`src/ols_pkg.sv`:
```
// Shared types and constants for the ordered list store.
// Holds operation and status codes and the controller/datapath command bundles.
// No dependencies.
`timescale 1ns / 1ps

package ols_pkg;

  localparam int CAPACITY = 16;
  localparam int CNT_W    = $clog2(CAPACITY + 1);
  localparam int ADDR_W   = $clog2(CAPACITY);
  localparam int DATA_W   = 32;
  localparam int OP_W     = 3;
  localparam int POS_W    = 6;
  localparam int LEN_W    = 7;
  localparam int ST_W     = 3;

  typedef enum logic [OP_W-1:0] {
    OP_INS_FRONT = 3'd0,
    OP_INS_BACK  = 3'd1,
    OP_INS_POS   = 3'd2,
    OP_DELETE    = 3'd3,
    OP_DUMP      = 3'd4
  } op_t;

  typedef enum logic [ST_W-1:0] {
    ST_OK        = 3'd0,
    ST_BAD_POS   = 3'd1,
    ST_RANGE     = 3'd2,
    ST_NOT_FOUND = 3'd3,
    ST_FULL      = 3'd4
  } status_t;

  typedef enum logic [1:0] {
    WR_NONE,
    WR_UP,
    WR_DOWN,
    WR_VALUE
  } wr_mode_t;

  typedef struct packed {
    logic     load;
    logic     ptr_clr;
    logic     ptr_ld_cnt;
    logic     ptr_inc;
    logic     ptr_dec;
    logic     rd_en;
    logic     rd_prev;
    wr_mode_t wr_mode;
    logic     cnt_inc;
    logic     cnt_dec;
    logic     emit;
    status_t  emit_status;
    logic     emit_has;
    logic     emit_last;
  } ols_cmd_t;

  typedef struct packed {
    op_t  op;
    logic pos_zero;
    logic pos_range;
    logic full;
    logic cnt_zero;
    logic at_idx;
    logic p_end;
    logic rd_v;
    logic rd_last;
    logic match;
  } ols_stat_t;

endpackage

```
`src/ordered_list_store_top.sv`:
```
// Top level of the ordered list store: a bounded ordered list of signed words.
// Depends on ols_pkg, ols_ctrl and ols_dpath (which holds the ols_ram entry store).
`timescale 1ns / 1ps

// Usage
// An input beat (in_operation, in_value, in_position) is taken at a rising edge
// where start is high and busy is low. Operations are insert at front, insert at
// back, insert at a 1-based position, delete the first entry equal to a key, and
// dump. Every operation gives one result beat, except a dump of a non-empty list,
// which gives one beat per entry in front-to-back order on consecutive cycles.
// A result beat is shown for exactly one cycle with out_valid high; out_last
// marks the final beat of an item. The receiver cannot stall the block, so there
// is no backpressure and no result is ever held.
// Timing: the entries live in a RAM with one write and one registered read port,
// and every shift, search and dump walks that RAM one entry per cycle. An item
// rejected at decode gets its result from the decode state. An insert walks from
// the tail down to its slot; a delete or a dump walks the whole list. One item
// is worked at a time; busy stays high from the accept until the last result is
// issued, and a new item may be accepted in the same cycle that result is on
// the ports.
// Reset (rst_n low, synchronous) empties the list and drops busy and out_valid;
// the RAM contents are not cleared, since entries past the length are never read.

module ordered_list_store_top (
  input  logic                              clk,
  input  logic                              rst_n,
  input  logic                              start,
  output logic                              busy,
  input  logic [ols_pkg::OP_W-1:0]          in_operation,
  input  logic signed [ols_pkg::DATA_W-1:0] in_value,
  input  logic [ols_pkg::POS_W-1:0]         in_position,
  output logic                              out_valid,
  output logic [ols_pkg::ST_W-1:0]          out_status,
  output logic                              out_has_value,
  output logic signed [ols_pkg::DATA_W-1:0] out_entry_value,
  output logic [ols_pkg::LEN_W-1:0]         out_length,
  output logic                              out_last
);

  import ols_pkg::*;

  // Commands flow from the controller to the datapath, status flows back.
  ols_cmd_t  cmd;
  ols_stat_t stat;

  ols_ctrl u_ctrl (
    .clk  (clk),
    .rst_n(rst_n),
    .start(start),
    .busy (busy),
    .stat (stat),
    .cmd  (cmd)
  );

  // The datapath registers every result, so the result ports come straight
  // from flops.
  ols_dpath u_dpath (
    .clk            (clk),
    .rst_n          (rst_n),
    .in_operation   (in_operation),
    .in_value       (in_value),
    .in_position    (in_position),
    .cmd            (cmd),
    .stat           (stat),
    .out_valid      (out_valid),
    .out_status     (out_status),
    .out_has_value  (out_has_value),
    .out_entry_value(out_entry_value),
    .out_length     (out_length),
    .out_last       (out_last)
  );

endmodule

```
`src/ols_ram.sv`:
```
// Generic single-write, single-read RAM with a registered read port.
// No dependencies.
`timescale 1ns / 1ps

module ols_ram #(
  parameter int WIDTH = 32,
  parameter int DEPTH = 16
) (
  input  logic                     clk,
  input  logic                     we,
  input  logic [$clog2(DEPTH)-1:0] waddr,
  input  logic [WIDTH-1:0]         wdata,
  input  logic                     re,
  input  logic [$clog2(DEPTH)-1:0] raddr,
  output logic [WIDTH-1:0]         rdata
);

  logic [WIDTH-1:0] mem [DEPTH];

  always_ff @(posedge clk) begin
    if (we) begin
      mem[waddr] <= wdata;
    end
    if (re) begin
      rdata <= mem[raddr];
    end
  end

endmodule

```
`src/ols_dpath.sv`:
```
// Datapath of the ordered list store: item registers, entry count, walk pointer,
// entry RAM and the result registers. Depends on ols_pkg and ols_ram.
`timescale 1ns / 1ps

module ols_dpath (
  input  logic                             clk,
  input  logic                             rst_n,
  input  logic [ols_pkg::OP_W-1:0]         in_operation,
  input  logic signed [ols_pkg::DATA_W-1:0] in_value,
  input  logic [ols_pkg::POS_W-1:0]        in_position,
  input  ols_pkg::ols_cmd_t                cmd,
  output ols_pkg::ols_stat_t               stat,
  output logic                             out_valid,
  output logic [ols_pkg::ST_W-1:0]         out_status,
  output logic                             out_has_value,
  output logic signed [ols_pkg::DATA_W-1:0] out_entry_value,
  output logic [ols_pkg::LEN_W-1:0]        out_length,
  output logic                             out_last
);

  import ols_pkg::*;

  op_t               op_r;
  logic [DATA_W-1:0] val_r;
  logic [POS_W-1:0]  pos_r;
  logic [CNT_W-1:0]  cnt_r, cnt_nxt;
  logic [CNT_W-1:0]  p_r, p_nxt;
  logic              rd_v_r;
  logic [ADDR_W-1:0] last_rd_r;

  logic              out_valid_r;
  status_t           out_status_r;
  logic              out_has_r;
  logic [DATA_W-1:0] out_value_r;
  logic [LEN_W-1:0]  out_length_r;
  logic              out_last_r;

  logic [CNT_W-1:0]  idx_w;
  logic [CNT_W-1:0]  p_prev_w;
  logic [ADDR_W-1:0] raddr_w;
  logic [ADDR_W-1:0] waddr_w;
  logic [DATA_W-1:0] wdata_w;
  logic              we_w;
  logic [DATA_W-1:0] rdata_w;
  logic [LEN_W-1:0]  pos_ext_w;
  logic [LEN_W-1:0]  cnt_ext_w;
  logic [CNT_W-1:0]  last_rd_ext_w;

  assign pos_ext_w     = LEN_W'(pos_r);
  assign cnt_ext_w     = LEN_W'(cnt_r);
  assign last_rd_ext_w = CNT_W'(last_rd_r);
  assign p_prev_w      = p_r - CNT_W'(1);

  // Insert slot: front, back, or the 1-based position turned 0-based.
  always_comb begin
    case (op_r)
      OP_INS_FRONT: idx_w = '0;
      OP_INS_BACK:  idx_w = cnt_r;
      default:      idx_w = CNT_W'(pos_ext_w - LEN_W'(1));
    endcase
  end

  assign raddr_w = cmd.rd_prev ? p_prev_w[ADDR_W-1:0] : p_r[ADDR_W-1:0];

  always_comb begin
    case (cmd.wr_mode)
      WR_UP: begin
        waddr_w = last_rd_r + ADDR_W'(1);
        wdata_w = rdata_w;
      end
      WR_DOWN: begin
        waddr_w = last_rd_r - ADDR_W'(1);
        wdata_w = rdata_w;
      end
      WR_VALUE: begin
        waddr_w = idx_w[ADDR_W-1:0];
        wdata_w = val_r;
      end
      default: begin
        waddr_w = last_rd_r;
        wdata_w = rdata_w;
      end
    endcase
  end

  assign we_w = (cmd.wr_mode != WR_NONE);

  ols_ram #(
    .WIDTH(DATA_W),
    .DEPTH(CAPACITY)
  ) u_ram (
    .clk  (clk),
    .we   (we_w),
    .waddr(waddr_w),
    .wdata(wdata_w),
    .re   (cmd.rd_en),
    .raddr(raddr_w),
    .rdata(rdata_w)
  );

  always_comb begin
    cnt_nxt = cnt_r;
    if (cmd.cnt_inc) begin
      cnt_nxt = cnt_r + CNT_W'(1);
    end else if (cmd.cnt_dec) begin
      cnt_nxt = cnt_r - CNT_W'(1);
    end
  end

  always_comb begin
    p_nxt = p_r;
    if (cmd.ptr_clr) begin
      p_nxt = '0;
    end else if (cmd.ptr_ld_cnt) begin
      p_nxt = cnt_r;
    end else if (cmd.ptr_inc) begin
      p_nxt = p_r + CNT_W'(1);
    end else if (cmd.ptr_dec) begin
      p_nxt = p_prev_w;
    end
  end

  always_ff @(posedge clk) begin
    if (!rst_n) begin
      cnt_r       <= '0;
      rd_v_r      <= 1'b0;
      out_valid_r <= 1'b0;
    end else begin
      cnt_r       <= cnt_nxt;
      rd_v_r      <= cmd.rd_en;
      out_valid_r <= cmd.emit;
    end
  end

  always_ff @(posedge clk) begin
    p_r <= p_nxt;
    if (cmd.load) begin
      op_r  <= op_t'(in_operation);
      val_r <= in_value;
      pos_r <= in_position;
    end
    if (cmd.rd_en) begin
      last_rd_r <= raddr_w;
    end
    if (cmd.emit) begin
      out_status_r <= cmd.emit_status;
      out_has_r    <= cmd.emit_has;
      out_value_r  <= cmd.emit_has ? rdata_w : '0;
      out_length_r <= LEN_W'(cnt_nxt);
      out_last_r   <= cmd.emit_last;
    end
  end

  always_comb begin
    stat.op        = op_r;
    stat.pos_zero  = (pos_r == '0);
    stat.pos_range = (pos_ext_w > cnt_ext_w + LEN_W'(1));
    stat.full      = (cnt_ext_w == LEN_W'(CAPACITY));
    stat.cnt_zero  = (cnt_r == '0);
    stat.at_idx    = (p_r == idx_w);
    stat.p_end     = (p_r == cnt_r);
    stat.rd_v      = rd_v_r;
    stat.rd_last   = rd_v_r && (last_rd_ext_w + CNT_W'(1) == cnt_r);
    stat.match     = (rdata_w == val_r);
  end

  assign out_valid       = out_valid_r;
  assign out_status      = out_status_r;
  assign out_has_value   = out_has_r;
  assign out_entry_value = out_value_r;
  assign out_length      = out_length_r;
  assign out_last        = out_last_r;

endmodule

```
`src/ols_ctrl.sv`:
```
// Controller of the ordered list store: sequences decode, shift, search and dump.
// Depends on ols_pkg.
`timescale 1ns / 1ps

module ols_ctrl (
  input  logic               clk,
  input  logic               rst_n,
  input  logic               start,
  output logic               busy,
  input  ols_pkg::ols_stat_t stat,
  output ols_pkg::ols_cmd_t  cmd
);

  import ols_pkg::*;

  typedef enum logic [2:0] {
    S_IDLE,
    S_DECODE,
    S_INS_SHIFT,
    S_INS_FILL,
    S_DEL_SCAN,
    S_DUMP
  } state_t;

  state_t state_r, state_nxt;
  logic   found_r, found_nxt;

  always_comb begin
    cmd             = '0;
    cmd.wr_mode     = WR_NONE;
    cmd.emit_status = ST_OK;
    state_nxt       = state_r;
    found_nxt       = found_r;

    case (state_r)
      S_IDLE: begin
        if (start) begin
          cmd.load  = 1'b1;
          state_nxt = S_DECODE;
        end
      end

      S_DECODE: begin
        case (stat.op)
          OP_INS_FRONT, OP_INS_BACK, OP_INS_POS: begin
            if (stat.op == OP_INS_POS && stat.pos_zero) begin
              cmd.emit        = 1'b1;
              cmd.emit_last   = 1'b1;
              cmd.emit_status = ST_BAD_POS;
              state_nxt       = S_IDLE;
            end else if (stat.full) begin
              cmd.emit        = 1'b1;
              cmd.emit_last   = 1'b1;
              cmd.emit_status = ST_FULL;
              state_nxt       = S_IDLE;
            end else if (stat.op == OP_INS_POS && stat.pos_range) begin
              cmd.emit        = 1'b1;
              cmd.emit_last   = 1'b1;
              cmd.emit_status = ST_RANGE;
              state_nxt       = S_IDLE;
            end else begin
              cmd.ptr_ld_cnt = 1'b1;
              state_nxt      = S_INS_SHIFT;
            end
          end
          OP_DELETE: begin
            if (stat.cnt_zero) begin
              cmd.emit        = 1'b1;
              cmd.emit_last   = 1'b1;
              cmd.emit_status = ST_NOT_FOUND;
              state_nxt       = S_IDLE;
            end else begin
              cmd.ptr_clr = 1'b1;
              found_nxt   = 1'b0;
              state_nxt   = S_DEL_SCAN;
            end
          end
          OP_DUMP: begin
            if (stat.cnt_zero) begin
              cmd.emit      = 1'b1;
              cmd.emit_last = 1'b1;
              state_nxt     = S_IDLE;
            end else begin
              cmd.ptr_clr = 1'b1;
              state_nxt   = S_DUMP;
            end
          end
          default: begin
            cmd.emit      = 1'b1;
            cmd.emit_last = 1'b1;
            state_nxt     = S_IDLE;
          end
        endcase
      end

      // Walk down from the tail, moving each entry one slot up.
      S_INS_SHIFT: begin
        if (stat.rd_v) begin
          cmd.wr_mode = WR_UP;
        end
        if (!stat.at_idx) begin
          cmd.rd_en   = 1'b1;
          cmd.rd_prev = 1'b1;
          cmd.ptr_dec = 1'b1;
        end else begin
          state_nxt = S_INS_FILL;
        end
      end

      S_INS_FILL: begin
        if (stat.rd_v) begin
          cmd.wr_mode = WR_UP;
        end else begin
          cmd.wr_mode   = WR_VALUE;
          cmd.cnt_inc   = 1'b1;
          cmd.emit      = 1'b1;
          cmd.emit_last = 1'b1;
          state_nxt     = S_IDLE;
        end
      end

      // Search front to back; once the key is found, later entries move down.
      S_DEL_SCAN: begin
        if (!stat.p_end) begin
          cmd.rd_en   = 1'b1;
          cmd.ptr_inc = 1'b1;
        end
        if (stat.rd_v) begin
          if (found_r) begin
            cmd.wr_mode = WR_DOWN;
          end else if (stat.match) begin
            found_nxt = 1'b1;
          end
        end
        if (stat.rd_last) begin
          cmd.emit      = 1'b1;
          cmd.emit_last = 1'b1;
          if (found_r || stat.match) begin
            cmd.cnt_dec = 1'b1;
          end else begin
            cmd.emit_status = ST_NOT_FOUND;
          end
          state_nxt = S_IDLE;
        end
      end

      S_DUMP: begin
        if (!stat.p_end) begin
          cmd.rd_en   = 1'b1;
          cmd.ptr_inc = 1'b1;
        end
        if (stat.rd_v) begin
          cmd.emit      = 1'b1;
          cmd.emit_has  = 1'b1;
          cmd.emit_last = stat.rd_last;
        end
        if (stat.rd_last) begin
          state_nxt = S_IDLE;
        end
      end

      default: begin
        state_nxt = S_IDLE;
      end
    endcase
  end

  always_ff @(posedge clk) begin
    if (!rst_n) begin
      state_r <= S_IDLE;
      found_r <= 1'b0;
    end else begin
      state_r <= state_nxt;
      found_r <= found_nxt;
    end
  end

  assign busy = (state_r != S_IDLE);

endmodule

```
`config.mk`:
```
export PLATFORM = sky130hd
export DESIGN_NAME = ordered_list_store_top
export DESIGN_NICKNAME = d
export VERILOG_FILES = /design/src/ols_pkg.sv /design/src/ordered_list_store_top.sv /design/src/ols_ram.sv /design/src/ols_dpath.sv /design/src/ols_ctrl.sv
export SDC_FILE = /design/constraint.sdc
export NUM_CORES = 1
export LEC_CHECK = 0
export ABC_CLOCK_PERIOD_IN_PS = 7900
export BUFFER_PORTS_ARGS = -buffer_cell sky130_fd_sc_hd__buf_2
export CORE_MARGIN = 2
export CORE_UTILIZATION = 65
export DETAILED_ROUTE_END_ITERATION = 12
export PLACE_DENSITY_LB_ADDON = 0.05
export SETUP_SLACK_MARGIN = 0.05
export SYNTH_ARGS = -nofsm -noshare
export SYNTH_HDL_FRONTEND = slang
export SYNTH_SLANG_ARGS = --single-unit
```
`constraint.sdc`:
```
create_clock -name clk -period 7.9 [get_ports clk]
set_input_delay 1.185 -clock clk [delete_from_list [all_inputs] [get_ports clk]]
set_output_delay 1.185 -clock clk [all_outputs]
set_load 0.05 [all_outputs]
```
==> impl_metrics.py, run 1 <==
metrics = {
    "drt": {
        "post_drt_wl_per_cell_um": 28.6,
        "drt_iter0_drc": 2696,
        "ant_nets": 0,
        "vias_per_cell": 7.03,
        "route.final.wire_length_mm": 82.6,
        "drc_errors": 0,
        "first_pass_iters": 7,
        "via_count": 20300,
    },
    "clock_network": {
        "clockRootBuffer": "clkbuf_16",
        "cts_buffer_depth": 3,
        "postCtsSetupRepairBufs": 0,
        "clk_latency_ns": 0.61,
        "cts_resized": 0,
        "cts_buffers": 68,
        "clock_sinks": 647,
        "ctsHoldBuffers": 0,
        "cts_tree": "yes",
        "clk_pin_slew_ns": 0.06,
        "ctsHtreeMaxLevel": 3,
    },
    "final_layout": {
        "antenna_cells": 0,
        "nets": 2288,
        "drive_above_1_share_pct": 16.0,
        "ff_latch_area_um2": 19300,
        "finalNonFillerCells": 2885,
        "fin_util_pct": 73.1,
        "final_cell_mix": "edfxtp_1 (631), mux2i_1 (358), nand2_1 (136), nor2_1 (115), buf_2 (87)",
        "layout_commonest_cell": "edfxtp_1",
        "area_delta_synth_final_pct": 10.4,
        "final_cell_area_um2": 34200,
        "multi_input_area_um2": 11200,
        "fill_cells": 2902,
    },
    "floorplan": {
        "core_um2": 46800,
        "die_h_um": 222,
        "fp.dieW_um": 222,
        "placementRows": 79,
        "dieArea_um2": 49400,
        "num_io_pins": 90,
        "start_util_pct": 66.2,
    },
    "hold_path": {
        "hp-class": "flop to flop",
    },
    "sta": {
        "skew_ns": 0.0216,
        "max_freq_mhz": 196,
        "setup_viol": 0,
        "maxSlewHeadroom_pct": 17.2,
        "rsz0062_at_grt": "false",
        "worstMarginPinSlew_ns": 1.24,
        "setup_tns_ns": 0,
        "hold_viol": 0,
        "drv_slew": 0,
        "min_period_ns": 5.09,
        "finalCritPeriodShare_pct": 64.5,
    },
    "synth": {
        "post_synth.cell_area_avg_um2": 14.2,
        "netlist_area_um2": 31000,
        "ys_top_cells_by_area": "edfxtp_1 (61%), mux2i_1 (12%), mux4_2 (4.7%)",
        "netlist.area_leader.share_pct": 61.2,
        "async_flop_share_pct": 0,
        "synthFlopType": "edfxtp_1",
        "synth_edf_count": 631,
        "syn_inst": 2185,
        "yosys_warnings": 0,
        "ys_seq_area_share_pct": 62.3,
        "ys_types": 69,
        "synth_area_leader_cell": "edfxtp_1",
        "ys_ff_latch": 647,
    },
    "worst_setup_path": {
        "worstPathMaxFanout": 34,
        "r2r_slack_ns": 2.81,
        "crit_path_end_kind": "flop",
        "critical_path_class": "flop to flop",
        "cp.required_ns": 8.25,
        "startpoint_type": "flop",
        "critical_path_arrival_ns": 5.44,
    },
    "global_routing": {
        "grt_pass1_wl_mm": 122,
        "antenna_found_initial": 1,
        "gr-usage-all-layers_pct": 33.5,
        "grt_overflow": 0,
        "grt_pass1_vias": 20000,
        "grt_max_degree": 145,
    },
    "placed_design": {
        "placed_cells": 2762,
        "portBuffers": 87,
        "gp_congestion": 0.890,
        "place_area_um2": 32100,
        "hpwl_mm": 45.8,
    },
    "power": {
        "switchingPower_mw": 3.79,
        "p_clk_share_pct": 27.7,
        "power_frac_comb_pct": 35.0,
        "p_seq_share_pct": 37.3,
        "peakVddDrop_mv": 0.318,
        "p_int_mw": 7.33,
        "p_sw_share_pct": 34.0,
        "power.leakage_nw": 11.5,
        "pwr_density_cell_nw_per_um2": 325,
    },
    "outcome": {
        "outcome": "finished clean",
    },
    "run": {
        "max_cap_viol_count": 0,
    },
}
[power groups by stage]
stage / clock network (mW) / logic [mW] / registers (mW)
3_5_place_dp: 0 / 3.83 / 4.21
6_report: 3.08 / 3.89 / 4.15
5_1_grt: 3.23 / 4.12 / 4.16
4_1_cts: 3.10 / 3.84 / 4.14
2_1_floorplan: 0 / 2.87 / 4.21
3_3_place_gp: 0 / 3.73 / 4.21
[worst paths after layout]
| check | start | endpoint | cells after the start |
|---|---|---|---|
| worst max-delay path | u_dpath.p_r[1] | u_dpath.u_ram.rdata[28] | 9 |
| worst min-delay path | u_ctrl.found_r | u_ctrl.found_r | 2 |
| worst max register to register | u_dpath.p_r[1] | u_dpath.u_ram.rdata[28] | 9 |
| worst min register to register | u_ctrl.found_r | u_ctrl.found_r | 2 |
[registers in the layout, summed over array words and instances (netlist names), 4 cells and up]
name,count
u_dpath.pos_r,6
u_dpath.cnt_r,5
u_dpath.val_r,32
u_dpath.out_entry_value,32
u_dpath.u_ram.mem,512
u_dpath.out_length,5
u_dpath.last_rd_r,4
u_dpath.u_ram.rdata,32
u_dpath.p_r,5
[layout make-up]
| type | count | area share, % |
|---|---|---|
| timing repair buffer | 127 | 2.23 |
| clock buffer | 90 | 5.35 |
| clock inverter | 33 | 0.827 |
| inverter | 22 | 0.249 |
| multi-input combinational | 1359 | 32.7 |
| tap | 607 | 2.22 |
| sequential | 647 | 56.4 |
[worst max-delay path, cell delays in order (launching register included)]
cell      delay, ns
dfxtp_4        0.76
clkinv_1       0.45
xnor2_1        0.29
or4_1          0.77
o211ai_2       0.36
xor2_1         0.54
inv_2          0.16
nand2_1        0.88
o22ai_1        0.21
a311o_1        0.40
[routing by layer]
metal / vias to the layer above / track usage, % / part of all wire (%)
met5: - / 0 / 0.015
met4: 2 / 13.3 / 3.8
met3: 237 / 6.47 / 10
met2: 1238 / 53.3 / 47
met1: 10100 / 46.1 / 39
li1: 8662 / - / -
[cell families (layout without fill, tap and decap cells)]
kind of cell | after synthesis | after routing | synth area share, %
adders and majority gates | 19 | 19 | 0.792
xor gates and xnor gates | 61 | 61 | 1.75
muxes | 455 | 455 | 17.4
AOI/OAI and AO/OA | 406 | 406 | 9.22
buffers and inverters | 180 | 272 | 2.34
other | 1 | 2 | 0.0121
DFF | 647 | 647 | 62.3
and+or+nand+nor | 416 | 416 | 6.19
[metrics by stage]
step / power, mW / worst slack, ns / hold WS (ns)
after floorplan: 7.08 / 3.49 / 0.504
after global placement: 7.94 / 3.17 / 0.537
after detailed placement: 8.04 / 2.97 / 0.598
after CTS: 11.1 / 2.95 / 0.600
after global routing: 11.5 / 2.67 / 0.609
final: 11.1 / 2.81 / 0.606
[cell usage after synthesis, types with 19 or more instances]
cell type  instances
o22ai_1           40
a21oi_1           81
nand2_1          136
mux4_2            64
nor2_1           135
and2_1            54
buf_1             22
clkbuf_1         120
mux2_2            33
inv_1             19
xnor2_1           48
nand3_1           22
a22o_1            23
o21ai_0           64
a22oi_1           21
o221ai_1          50
edfxtp_1         631
mux2i_1          358
a211oi_1          30
or3_1             23
No activity file was read; power rests on OpenSTA's default activity.
==> inputs of run 2 (changes only) <==
Settings changed: ABC_AREA from default to 1, ABC_CLOCK_PERIOD_IN_PS 7900 to 5100, CORE_UTILIZATION 65 to 62.
Clock period 7.9 ns to 5.1 ns, I/O delays scaled along.
==> run 2 against run 1 <==
- setup slack got worse by 2.3 ns
- critical endpoint is now u_dpath.u_ram.mem[10][23]
- count of clock-buffer cells in the layout up 1
- critical path depth grew 8
- clock skew grew 0.0040 ns
- global-route usage is 2.6 points lower
- core utilization down 2.7 points
- combinational power grew 64%
- largest power group unchanged
==> impl_metrics.py, run 2 <==
metrics = {
    "outcome": {
        "outcome": "finished clean",
    },
    "placed_design": {
        "place_area_um2": 30700,
        "gp_congestion": 0.884,
        "place_ws_ns": 0.653,
        "hpwl_mm": 45.5,
        "portBuffers": 87,
    },
    "hold_path": {
        "hp-class": "input port to flop",
    },
    "power": {
        "switchingPower_mw": 6.94,
        "peakVddDrop_mv": 0.672,
        "power.leakage_nw": 14.0,
        "p_sw_share_pct": 38.7,
        "power_frac_comb_pct": 35.6,
        "pwr_density_cell_nw_per_um2": 547,
        "p_int_mw": 11.0,
        "p_clk_share_pct": 26.8,
        "p_seq_share_pct": 37.7,
    },
    "clock_network": {
        "clk_latency_ns": 0.61,
        "cts_tree": "yes",
        "ctsHoldBuffers": 0,
        "clockRootBuffer": "clkbuf_16",
        "ctsHtreeMaxLevel": 3,
        "clk_pin_slew_ns": 0.06,
        "postCtsSetupRepairBufs": 0,
        "cts_buffers": 67,
        "clock_sinks": 647,
        "cts_buffer_depth": 3,
        "cts_resized": 0,
    },
    "final_layout": {
        "final_cell_area_um2": 32800,
        "layout_commonest_cell": "nand3_1",
        "area_delta_synth_final_pct": 12.2,
        "nets": 3011,
        "final_cell_mix": "nand3_1 (654), edfxtp_1 (631), inv_1 (603), nand2_1 (512), buf_2 (87)",
        "largest-register": "u_dpath.u_ram.mem",
        "antenna_cells": 0,
        "drive_above_1_share_pct": 10.1,
        "multi_input_area_um2": 7200,
        "ff_latch_area_um2": 19300,
        "largest_register_ffs": 512,
        "fill_cells": 3358,
    },
    "floorplan": {
        "core_um2": 46600,
        "num_io_pins": 90,
        "placementRows": 79,
        "start_util_pct": 62.7,
        "die_h_um": 221,
        "dieArea_um2": 48900,
        "fp.dieW_um": 221,
    },
    "global_routing": {
        "grt_overflow": 0,
        "top_usage_layer": "met2",
        "grtUsageMet2_pct": 48.0,
        "grt_util_met1_pct": 44.0,
        "grt_pass1_vias": 19900,
        "gr-usage-all-layers_pct": 30.9,
        "grt.met3_usage_pct": 6.53,
        "antenna_found_initial": 1,
        "grt_max_degree": 129,
        "grt_pass1_wl_mm": 115,
    },
    "sta": {
        "hold_viol": 0,
        "skew_ns": 0.0256,
        "drv_slew": 0,
        "max_freq_mhz": 220,
        "min_period_ns": 4.55,
        "maxSlewHeadroom_pct": 18.9,
        "finalCritPeriodShare_pct": 89.1,
        "rsz0062_at_grt": "false",
        "setup_viol": 0,
        "setup_tns_ns": 0,
        "worstMarginPinSlew_ns": 1.21,
        "hold_ws_ns": 0.338,
        "fin_ws_ns": 0.554,
    },
    "worst_setup_path": {
        "critical_path_arrival_ns": 4.85,
        "worstPathMaxFanout": 16,
        "critical_path_class": "flop to flop",
        "cp.required_ns": 5.40,
        "crit_path_end_kind": "flop",
        "startpoint_type": "flop",
    },
    "synth": {
        "ys_types": 40,
        "yosys_warnings": 0,
        "yosysMostFrequentCell": "nand3_1",
        "synth_edf_count": 631,
        "netlist_area_um2": 29200,
        "async_flop_share_pct": 0,
        "ys_top_cells_by_area": "edfxtp_1 (65%), nand3_1 (11%), inv_1 (7.8%)",
        "netlist.area_leader.share_pct": 64.9,
        "ys_ff_latch": 647,
        "synthFlopType": "edfxtp_1",
        "syn_inst": 2852,
        "synthTopCellsByCount": "nand3_1 (656), edfxtp_1 (631), inv_1 (604)",
        "synth_area_leader_cell": "edfxtp_1",
        "post_synth.cell_area_avg_um2": 10.2,
        "ys_seq_area_share_pct": 66.0,
    },
    "drt": {
        "post_drt_wl_per_cell_um": 20.9,
        "vias_per_cell": 5.66,
        "route.final.wire_length_mm": 75.2,
        "first_pass_iters": 6,
        "ant_nets": 0,
        "drt_iter0_drc": 2360,
        "drc_errors": 0,
        "via_count": 20400,
    },
    "run": {
        "max_cap_viol_count": 0,
    },
}
run 2: changes by cell type in the layout (fill, tap and decap cells not counted), sizes merged, moves of 40 or more:
cell | before | now
and2 | 54 | 1
nor2 | 136 | 88
mux4 | 64 | 0
o22ai | 40 | 0
mux2i | 358 | 0
nand2 | 136 | 522
nand3 | 22 | 657
a21oi | 81 | 14
o221ai | 50 | 1
inv | 25 | 609
run 2: worst max-delay path, stage by stage (launching register included):
cell	delay [ns]
dfxtp_1	0.38
inv_1	0.11
nor3_1	0.34
nand2_1	0.27
inv_1	0.20
a31oi_1	0.12
inv_1	0.13
ha_1	0.28
ha_1	0.31
and3_1	0.19
a211oi_1	0.25
o21ai_0	0.14
nand3_1	0.07
o21ai_0	0.22
inv_1	0.14
nand2_1	0.22
nor2_4	0.54
buf_4	0.31
run 2: path summary, 6_finish.rpt:
check                    start                   endpoint  slack, ns  cells after the start
min               in_value[16]          u_dpath.val_r[16]       0.34                      1
max          u_ctrl.state_r[0]  u_dpath.u_ram.mem[10][23]       0.55                     17
max reg2reg  u_ctrl.state_r[0]  u_dpath.u_ram.mem[10][23]       0.55                     17
min reg2reg     u_ctrl.found_r             u_ctrl.found_r       0.53                      2
run 2: cells by family (layout without fill, tap and decap cells):
family / Yosys count / after routing / synth area share [%]
AOI/OAI and AO/OA: 89 / 89 / 1.75
xor gates and xnor gates: 40 / 40 / 1.20
adders and majority gates: 19 / 19 / 0.839
buffers and inverters: 748 / 894 / 10.2
DFF: 647 / 647 / 66.0
other: 1 / 2 / 0.0128
and+or+nand+nor: 1308 / 1308 / 20.1
run 2: routing by layer:
layer,up-vias,wire length [um]
met3,129,8250
met4,0,1720
met2,1045,34600
met5,-,0
li1,9552,-
met1,9680,30600
run 2: layout make-up:
class	count	share of cell area [%]
tap	607	2.32
sequential	647	58.8
clock buffer	91	5.68
timing repair buffer	165	3.53
inverter	609	6.97
clock inverter	29	0.775
multi-input combinational	1458	22.0
run 2: power groups by stage:
stage | sequential [mW] | combinational, mW | clock, mW
floorplan | 7.22 | 3.79 | 0
global route | 6.79 | 6.88 | 5.06
finish | 6.75 | 6.38 | 4.80
CTS | 6.76 | 6.28 | 4.85
global placement | 6.85 | 6.15 | 0
detailed placement | 6.86 | 6.25 | 0
run 2: per-stage QoR:
stage / total power [mW] / util [%] / cells
after floorplan: 11.0 / - / 2853
after global placement: 13.0 / 65.9 / 3486
after detailed placement: 13.1 / 65.9 / 3486
after CTS: 17.9 / 70.4 / 3606
after global routing: 18.7 / 70.4 / 3606
final: 17.9 / 70.4 / 3606
